--- config.mk ---
export PLATFORM = sky130hd
export DESIGN_NAME = active_alarm_set_table
export DESIGN_NICKNAME = d
export VERILOG_FILES = /design/src/aast_pkg.sv /design/src/aast_cell.sv /design/src/active_alarm_set_table.sv
export SDC_FILE = /design/constraint.sdc
export NUM_CORES = 1
export LEC_CHECK = 0
export ABC_CLOCK_PERIOD_IN_PS = 3600
export BUFFER_PORTS_ARGS = -buffer_cell sky130_fd_sc_hd__buf_2
export CAP_MARGIN = 20
export CORE_MARGIN = 4
export CORE_UTILIZATION = 50
export CTS_CLUSTER_DIAMETER = 50
export DETAILED_ROUTE_END_ITERATION = 6
export PLACE_DENSITY = 0.64
export SYNTH_ARGS = -nofsm -noshare
export SYNTH_HDL_FRONTEND = slang
export SYNTH_SLANG_ARGS = --single-unit
--- constraint.sdc ---
create_clock -name clk -period 3.6 [get_ports clk]
set_clock_uncertainty 0.1 [all_clocks]
set_input_delay 0.18 -clock clk [delete_from_list [all_inputs] [get_ports clk]]
set_output_delay 0.18 -clock clk [all_outputs]
set_load 0.02 [all_outputs]
--- src/aast_pkg.sv ---
// Package for the active alarm set table.
// Holds sizes, request codes and the structs passed between the top level and the slot cells.
// No dependencies.
`default_nettype none
package aast_pkg;

  localparam int CAPACITY  = 10;
  localparam int CODE_BITS = 16;
  localparam int COUNT_W   = $clog2(CAPACITY + 1);

  localparam logic [1:0] REQ_ADD    = 2'd0;
  localparam logic [1:0] REQ_REMOVE = 2'd1;
  localparam logic [1:0] REQ_QUERY  = 2'd2;
  localparam logic [1:0] REQ_CLEAR  = 2'd3;

  typedef logic [CODE_BITS-1:0] code_t;

  // Broadcast from the top level to every cell.
  typedef struct packed {
    logic  load;       // a request is being accepted this cycle
    logic  append;     // add goes through and appends
    logic  remove;     // remove goes through
    logic  clear;
    code_t code;
  } cell_ctrl_t;

  // Passed from each cell to its right neighbor.
  typedef struct packed {
    logic hit;         // a match sits at or left of this point
    logic occ;         // the cell on the left is occupied
  } fwd_link_t;

  // Passed from each cell to its left neighbor.
  typedef struct packed {
    logic  occ;
    code_t code;
  } bwd_link_t;

endpackage
`default_nettype wire

--- src/aast_cell.sv ---
// One slot of the alarm set: code, occupied flag, compare and shift logic.
// Depends on aast_pkg.
`default_nettype none
module aast_cell (
  input  wire logic                   clk,
  input  wire logic                   rst,
  input  wire aast_pkg::cell_ctrl_t   ctrl,
  input  wire aast_pkg::fwd_link_t    left_in,
  output aast_pkg::fwd_link_t         right_out,
  input  wire aast_pkg::bwd_link_t    right_in,
  output aast_pkg::bwd_link_t         left_out,
  output logic                        occ_flag
);

  aast_pkg::code_t slot;
  logic            occ;
  logic            match;
  logic            shift_in;
  logic            take_new;

  assign match     = occ && (slot == ctrl.code);
  assign right_out = '{hit: left_in.hit | match, occ: occ};
  assign left_out  = '{occ: occ, code: slot};
  assign occ_flag  = occ;
  assign shift_in  = ctrl.remove && (left_in.hit || match);
  assign take_new  = ctrl.append && !occ && left_in.occ;

  always_ff @(posedge clk) begin
    if (rst) begin
      occ  <= 1'b0;
      slot <= '0;
    end else if (ctrl.load) begin
      if (ctrl.clear) begin
        occ  <= 1'b0;
        slot <= '0;
      end else if (shift_in) begin
        occ  <= right_in.occ;
        slot <= right_in.code;
      end else if (take_new) begin
        occ  <= 1'b1;
        slot <= ctrl.code;
      end
    end
  end

endmodule
`default_nettype wire

--- src/active_alarm_set_table.sv ---
// Top level of the active alarm set table: request decode, count and output register.
// Instantiates a row of aast_cell slots; depends on aast_pkg.
//
//   channel   | dir | tdata                              | tuser
//   s_ (req)  | in  | [15:0] alarm_code                  | [1:0] req_type
//   m_ (res)  | out | [0] success, [4:1] alarm_count     | -
//
// One request per cycle while no result is stalled: the cells compare in parallel and shift by one in the same edge.
// The result is registered; a new request is taken while the held result is being read.
// Reset empties every slot and the count; no clearing pass is needed.
// A stalled result blocks further requests until it is taken.
`default_nettype none
module active_alarm_set_table (
  input  wire logic        clk,
  input  wire logic        rst,
  input  wire logic        s_tvalid,
  output logic             s_tready,
  input  wire logic [15:0] s_tdata,   // [15:0] alarm_code
  input  wire logic [1:0]  s_tuser,   // [1:0] req_type
  output logic             m_tvalid,
  input  wire logic        m_tready,
  output logic [7:0]       m_tdata    // [0] success, [4:1] alarm_count, [7:5] zero
);

  localparam int N = aast_pkg::CAPACITY;
  localparam int W = aast_pkg::COUNT_W;

  aast_pkg::cell_ctrl_t ctrl;
  aast_pkg::fwd_link_t  fwd [N+1];
  aast_pkg::bwd_link_t  bwd [N+1];
  logic [N-1:0]         occ_vec;

  logic [W-1:0] count;
  logic [W-1:0] count_next;
  logic         full;
  logic         found;
  logic         accept;
  logic         ok;
  logic         success;
  logic [3:0]   count_out;

  assign accept = s_tvalid && s_tready;
  assign s_tready = !m_tvalid || m_tready;
  assign full   = count >= W'(N);

  assign fwd[0] = '{hit: 1'b0, occ: 1'b1};
  assign bwd[N] = '{occ: 1'b0, code: '0};
  assign found  = fwd[N].hit;

  assign ctrl.load   = accept;
  assign ctrl.code   = aast_pkg::CODE_BITS'(s_tdata);
  assign ctrl.append = (s_tuser == aast_pkg::REQ_ADD) && !full && !found;
  assign ctrl.remove = (s_tuser == aast_pkg::REQ_REMOVE) && found;
  assign ctrl.clear  = (s_tuser == aast_pkg::REQ_CLEAR);

  for (genvar i = 0; i < N; i++) begin : g_cell
    aast_cell u_cell (
      .clk       (clk),
      .rst       (rst),
      .ctrl      (ctrl),
      .left_in   (fwd[i]),
      .right_out (fwd[i+1]),
      .right_in  (bwd[i+1]),
      .left_out  (bwd[i]),
      .occ_flag  (occ_vec[i])
    );
  end

  always_comb begin
    count_next = count;
    ok         = 1'b0;
    unique case (s_tuser)
      aast_pkg::REQ_ADD: begin
        ok = !full;
        if (ctrl.append) count_next = count + W'(1);
      end
      aast_pkg::REQ_REMOVE: begin
        ok = found;
        if (found) count_next = count - W'(1);
      end
      aast_pkg::REQ_QUERY: begin
        ok = found;
      end
      aast_pkg::REQ_CLEAR: begin
        ok         = 1'b1;
        count_next = '0;
      end
      default: begin
        ok = 1'b0;
      end
    endcase
  end

  always_ff @(posedge clk) begin
    if (rst) begin
      count    <= '0;
      m_tvalid <= 1'b0;
    end else begin
      if (accept) begin
        count    <= count_next;
        m_tvalid <= 1'b1;
      end else if (m_tready) begin
        m_tvalid <= 1'b0;
      end
    end
  end

  always_ff @(posedge clk) begin
    if (accept) begin
      success   <= ok;
      count_out <= 4'(count_next);
    end
  end

  assign m_tdata = {3'b000, count_out, success};

`ifndef SYNTHESIS
  a_count_bound: assert property (@(posedge clk) disable iff (rst)
    count <= W'(N))
    else $error("count above capacity");

  a_count_occ: assert property (@(posedge clk) disable iff (rst)
    $countones(occ_vec) == int'(count))
    else $error("count disagrees with occupied slots");

  a_clear_result: assert property (@(posedge clk) disable iff (rst)
    accept && s_tuser == aast_pkg::REQ_CLEAR |=>
      m_tvalid && m_tdata[0] && m_tdata[4:1] == 4'd0 && count == '0)
    else $error("clear request did not empty the table");

  a_hold_count: assert property (@(posedge clk) disable iff (rst)
    !accept |=> count == $past(count))
    else $error("count moved without a request");
`endif

endmodule
`default_nettype wire

==> metrics.md, run 1 <==
| Metric | Value |
|---|---|
| CTS tree | built |
| Max-slew headroom | 0.516 |
| Commonest non-fill, non-tap cell in the layout | dfxtp_1 |
| Global-route usage over all layers | 0.257 |
| P&R area growth vs syn | 13.5% |
| RD Place Congestion | 0.929 |
| Fillers | 1799 |
| Worst setup EP type | register |
| CP endpoint | g_cell[0].u_cell.slot[0] |
| Worst Tran Pin Value | 0.726 ns |
| CTS sink count | 180 |
| First-pass GRT wire length | 44.9 mm |
| H-tree depth | 4 |
| Met2 usage in global routing | 0.378 |
| Pwr per Cell Area | 399 mW/mm² |
| Fin util | 0.577 |
| Number of buffers created by CTS | 17 |
| Most frequent cells in the layout | dfxtp_1, xor2_1, nand2_1, o2bb2ai_1, a22oi_1 |
| Crit-path slowest cell | or4_1 |
| CTS clk-pin slew, worst paths | 0.07 ns |
| Setup crit start | g_cell[7].u_cell.slot[7] |
| Global Route met1 Usage | 0.381 |
| Final nets | 1084 |
| Remaining antenna violation count | 0 |
| F_max | 294 MHz |
| Fraction of layout cells with a size suffix above 1 | 0.168 |
| R2r endpoint | g_cell[0].u_cell.slot[0] |
| Residual DRC | 0 |
| Crit path max-delay family | simple AND/OR/NAND/NOR gates |
| P_leak | 4.20 nW |
| Min-Delay Path Class | primary input to register |
| Final cell count without fillers | 1332 |
| Post-synth EDFFs | 5 |
| Setup TNS | 0 ns |
| Number of library cell types mapped by synthesis | 69 |
| Register area share after synthesis | 0.371 |
| Crit path max fanout | 16 |
| Diode count | 0 |
| Number of port buffers | 28 |
| Initial antenna violation count | 0 |
| WL/cell | 21.1 µm |
| Syn Inst Count | 1023 |
| Synth warn | 0 |
| Pre-CTS setup slack | 0.0647 ns |
| Final setup vio count | 0 |
| CP Depth | 9 |
| Clk Latency, worst-skew pair | 0.43 ns |
| R2R Setup Slk | 0.19 ns |
| CP Data Required Time | 3.82 ns |
| Initial core utilization | 0.508 |
| Clock Root Buffer | clkbuf_16 |
| 1st-pass router iterations | 5 |
| Synth async-reset ratio | 0 |
| DR iter-0 viols | 678 |
| Min cycle time layout | 3.41 ns |
| Unrepaired setup endpoints after global routing | no |
| WP buf/inv | 0 |
| Core ar. | 0.0194 mm² |
| Vias in the first global route | 7966 |
| Worst path max stage delay | 0.48 ns |
| DR vias | 8223 |
| GRT busiest layer | met1 |
| Placed cells | 1299 |
| Via/cell ratio | 6.17 |
| Syn_area_per_cell | 9.63 µm² |
| Max-slew violations | 0 |
| Area leader, netlist | dfxtp_1 |
| Clk buf depth | 2 |
| WL final | 28.1 mm |
| Worst setup SP type | register |
| Max Cap Viol | 0 |
| Status | finished, final reports clean |
| Grt ovf | 0 |
| Ports | 32 |
| Largest net degree at the start of global routing | 38 |
| WP data arrival | 3.62 ns |
| Cell area after synthesis | 0.00985 mm² |
| Worst r2r src | g_cell[7].u_cell.slot[7] |
| Crit path kind | register to register |
| Worst setup margin | 0.194 ns |
| Postcts setup bufs | 0 |
| Reg2reg path depth | 9 |
| Most area-consuming cells after synthesis | dfxtp_1, xor2_1, o2bb2ai_1 |
| Hpwl dp | 20.0 mm |
| Peak supply drop | 288 µV |
| Row Count | 51 |
| DIE HEIGHT | 148 µm |
| Die W | 148 µm |
| Met3 Use GR | 0.0555 |
| Seq cells post-synth | 180 |
| Worst-path cell chain | xor2_1 -> nor4_1 -> nand4_1 -> o32ai_1 -> or2_2 -> nor3_1 -> or4_1 -> a31o_2 -> a221o_1 |
| Top_reg_cell synth | dfxtp_1 |
| Final period utilization | 0.946 |
| Fin. Hold Viols | 0 |
| Area share of the largest cell type after synthesis | 0.356 |
| Die area | 0.0220 mm² |
| Overall Power | 4.46 mW |
==> sequential cells by signal, indices dropped and copies added, names as in the netlist <==
name,count
g_cell.u_cell.occ_flag,10
success,1
g_cell.u_cell.slot,160
count,4
m_tvalid,1
count_out,4
==> synth_stat cells, drive strengths merged, types with 2 or more instances <==
library cell  count
a211o             2
a21oi            16
a221o            30
a22o             17
a22oi            64
a31o              2
a31oi             5
a32oi            19
and3              5
and4              2
buf              57
clkbuf           38
dfxtp           175
edfxtp            5
ha                7
inv              14
mux2i            34
nand2            82
nand2b            2
nand3            14
nand4            15
nor2             46
nor2b             3
nor3             12
nor3b             2
nor4             36
nor4b             2
o21ai            13
o21bai            2
o22ai             3
o2bb2ai         100
o31a              2
o31ai            10
o32ai             2
or2               4
or3               5
or4               3
xnor2            59
xor2            102
==> layer usage <==
layer,routed length (µm),part of all wire
met1,13600,0.49
met4,437,0.016
met3,1760,0.063
met5,0,0
met2,12300,0.44
==> worst min-delay path by stage <==
stage                     slack (ns)  cells after the start        from                       end
after detailed placement        0.33                      3    s_tvalid                  m_tvalid
after global placement          0.33                      3    s_tvalid                  m_tvalid
after CTS                       0.02                      2  s_tdata[4]  g_cell[9].u_cell.slot[4]
final                           0.04                      2  s_tdata[4]  g_cell[9].u_cell.slot[4]
after floorplan                 0.21                      2    s_tvalid                  m_tvalid
after global routing            0.04                      2  s_tdata[4]  g_cell[9].u_cell.slot[4]
==> per-stage QoR <==
step / hold WS [ns] / instance area (µm²)
final: 0.0436 / 11200
after global routing: 0.0429 / 11200
after CTS: 0.0248 / 11200
after detailed placement: 0.334 / 10600
after global placement: 0.332 / 10600
after floorplan: 0.209 / 9860
==> worst reg2reg max path, stage by stage (launching register included) <==
cell,delay (ns)
dfxtp_1,0.35
xor2_1,0.18
nor4_1,0.46
nand4_1,0.22
o32ai_1,0.43
or2_2,0.20
nor3_1,0.07
or4_1,0.48
a31o_2,0.40
a221o_1,0.40
==> kinds of logic after synthesis <==
family / synth area share
muxes: 0.0345
adders and majority gates: 0.00889
xor gates and xnor gates: 0.143
AOI/OAI and AO/OA: 0.261
DFF: 0.371
buffers and inverters: 0.0579
and+or+nand+nor: 0.123
other: 0.000381
==> layout make-up <==
class / count / area, µm² / share of cell area
flip-flops and latches: 180 / 3650 / 0.327
clock buffers: 20 / 447 / 0.0399
inverters: 15 / 56.3 / 0.00503
repair buffers: 106 / 893 / 0.0799
clock inverters: 11 / 150 / 0.0134
multi-input cells: 735 / 5650 / 0.505
well taps: 265 / 332 / 0.0296
==> report_power, final <==
part	switching, mW	internal [mW]
sequential	0.0169	2.02
combinational	0.309	0.174
clock	0.824	1.11
==> timing repair <==
item                                   in CTS  in global routing
setup endpoints to repair                   0                 16
hold buffers                                2                  0
endpoints found under the hold margin       1                  0
gates resized for setup                     0                  1
No activity file was read; power rests on OpenSTA's default activity.
==> run 2, diff against run 1 <==
Settings changed: PLACE_DENSITY 0.64 to 0.66.
==> run 2 against run 1 <==
Against the previous run: maximum frequency grew 0.32%; hold slack lost 0.017 ns; sequential power is essentially flat; worst setup slack gained 0.011 ns; cell area shrank 0.31%; via count shrank 0.69%; final cell count shrank 0.23%; utilization shrank 0.18 points; sequential share of layout area grew 0.10 points; global-route usage shrank 0.66 points; critical path type unchanged; total power grew 0.43%.
==> metrics.md, run 2 (synthesis results as in run 1) <==
| Metric | Value |
|---|---|
| Min-Delay Path Class | primary input to register |
| Fillers | 1735 (-3.6%) |
| CTS clk-pin slew, worst paths | 0.07 ns (about the same) |
| Clk buf depth | 2 (unchanged) |
| NetSw | 1.23 mW (+7.1%) |
| WP data arrival | 3.67 ns (+0.05 ns) |
| CTS sink count | 180 (unchanged) |
| Commonest non-fill, non-tap cell in the layout | dfxtp_1 |
| P_leak | 4.17 nW (-0.63%) |
| Unrepaired setup endpoints after global routing | no |
| Number of buffers created by CTS | 17 (unchanged) |
| Clock Power Share | 0.440 (+0.005) |
| Final period utilization | 0.943 (-0.00305) |
| Hpwl dp | 19.4 mm (-2.9%) |
| H-tree depth | 4 (unchanged) |
| Global-route usage over all layers | 0.250 (-0.00658) |
| Grt ovf | 0 (unchanged) |
| Hold endpoint | count[0] |
| Max-slew violations | 0 (unchanged) |
| WL/cell | 20.4 µm (-3.0%) |
| Peak supply drop | 335 µV (+16%) |
| Min cycle time layout | 3.39 ns (-0.0110 ns) |
| 1st-pass router iterations | 5 (unchanged) |
| Row Count | 51 (unchanged) |
| Pre-CTS setup slack | -0.0257 ns (-0.0903 ns) |
| Hold WS | 0.0268 ns (-0.0168 ns) |
| Switch share | 0.275 (+0.0172) |
| Overall Power | 4.48 mW (+0.43%) |
| Via/cell ratio | 6.14 (-0.47%) |
| Max-slew headroom | 0.539 (+0.0224) |
| Diode count | 0 (unchanged) |
| DR vias | 8166 (-0.69%) |
| Worst setup SP type | register |
| Die area | 0.0220 mm² (unchanged) |
| Clock Root Buffer | clkbuf_16 |
| Worst setup margin | 0.205 ns (+0.0110 ns) |
| Placed cells | 1295 (-0.31%) |
| Fraction of layout cells with a size suffix above 1 | 0.169 (+0.00141) |
| Remaining antenna violation count | 0 (unchanged) |
| Largest net degree at the start of global routing | 39 (+2.6%) |
| Residual DRC | 0 (unchanged) |
| R2r endpoint | g_cell[9].u_cell.slot[15] |
| Most frequent cells in the layout | dfxtp_1, xor2_1, o2bb2ai_1, nand2_1, a22oi_1 |
| Worst Hold Path Cells | 2 (unchanged) |
| Reg with most FFs | g_cell.u_cell.slot |
| F_max | 295 MHz (+0.32%) |
| Ports | 32 (unchanged) |
| Initial antenna violation count | 0 (unchanged) |
| Status | finished, final reports clean |
| Max Cap Viol | 0 (unchanged) |
| DR iter-0 viols | 649 (-4.3%) |
| Worst setup EP type | register |
| Die W | 148 µm (unchanged) |
| WL final | 27.2 mm (-3.2%) |
| Final setup vio count | 0 (unchanged) |
| Final nets | 1080 (-0.37%) |
| Worst Tran Pin Value | 0.692 ns (-0.0336 ns) |
| Area of the multi-input gates | 0.00566 mm² (+0.15%) |
| Reg power frac | 0.454 (-0.003) |
| Number of flip-flops under the largest register name | 160 (unchanged) |
| Clk Latency, worst-skew pair | 0.44 ns (about the same) |
| R2R Setup Slk | 0.21 ns (about the same) |
| Final cell count without fillers | 1329 (-0.23%) |
| Worst min-delay path startpoint | rst |
| Fin. Hold Viols | 0 (unchanged) |
| RD Place Congestion | 0.954 (+2.6%) |
| DIE HEIGHT | 148 µm (unchanged) |
| Postcts setup bufs | 0 (unchanged) |
| Pwr per Cell Area | 402 mW/mm² (+0.74%) |
| Core ar. | 0.0194 mm² (unchanged) |
| Crit path kind | register to register |
| Worst r2r src | g_cell[1].u_cell.slot[14] |
| CTS tree | built |
| Combinational share of power | 0.106 (-0.003) |
| Reg2reg path depth | 10 (+1) |
| Setup crit start | g_cell[1].u_cell.slot[14] |
| CP Data Required Time | 3.88 ns (+0.06 ns) |
| Crit path max fanout | 17 (+1) |
| First-pass GRT wire length | 44.4 mm (-1.2%) |
| Vias in the first global route | 8039 (+0.92%) |
| Internal | 3.25 mW (-1.9%) |
| Initial core utilization | 0.508 (unchanged) |
| Register area | 0.00365 mm² (unchanged) |
| P&R area growth vs syn | 13.2% |
| Number of port buffers | 28 (unchanged) |
| Setup TNS | 0 ns (unchanged) |
==> run 2: cell count changes in the layout (fill, tap and decap cells not counted), sizes merged <==
| cell | before | now |
|---|---|---|
| buf | 104 | 100 |
| bufinv | 3 | 2 |
| clkbuf | 20 | 17 |
| clkinv | 6 | 7 |
| clkinvlp | 0 | 1 |
| inv | 17 | 20 |
==> run 2: worst max-delay path, stage by stage, from the launching register on <==
cell      delay, ns
dfxtp_1        0.37
xor2_1         0.34
nor4_1         0.13
nand4_1        0.13
o22ai_1        0.11
or4_1          0.67
or2_1          0.34
buf_4          0.18
o21bai_1       0.12
and3_1         0.62
a22o_1         0.23
==> run 2: worst max path at each step <==
stage                                 to  slack (ns)  depth (start not counted)
2_1_floorplan  g_cell[0].u_cell.slot[10]        0.52                         11
3_3_place_gp   g_cell[0].u_cell.slot[12]       -0.01                         13
3_5_place_dp   g_cell[0].u_cell.slot[15]       -0.03                         13
4_1_cts        g_cell[0].u_cell.slot[15]        0.08                          9
5_1_grt        g_cell[0].u_cell.slot[15]        0.01                          9
6_report       g_cell[9].u_cell.slot[15]        0.21                         10
==> run 2: per-layer routing <==
layer  vias up  routed length [µm]  track usage
met5         -                   0            0
met4         0                 571       0.0771
li1       3873                   -            -
met1      3992               13100        0.367
met2       253               11800        0.374
met3        48                1620       0.0466
==> run 2: power by group through the flow <==
stage	Sequential (mW)	Clock, mW	Combinational, mW
2_1_floorplan	2.08	0	0.311
3_3_place_gp	2.08	0	0.458
3_5_place_dp	2.08	0	0.463
4_1_cts	2.03	1.99	0.468
5_1_grt	2.04	2.07	0.509
6_report	2.03	1.97	0.473
==> run 2: area by class of cell <==
class                      instances  area share
clock buffer                      17      0.0382
clock inverter                    15      0.0175
inverter                          15     0.00505
multi-input combinational        735       0.508
sequential                       180       0.328
tap                              265      0.0297
timing repair buffer             102      0.0741
==> run 2: repair_timing <==
action | CTS | global route
hold buffers | 2 | 0
endpoints found under the hold margin | 1 | 0
resized for setup | 0 | 3
endpoints found under the setup margin | 0 | 17
==> run 2: metrics by stage <==
step                      instance area [µm²]   util
after floorplan                          9860      -
after global placement                  10500  0.541
after detailed placement                10500  0.541
after CTS                               11100  0.574
after global routing                    11100  0.575
final                                   11100  0.575
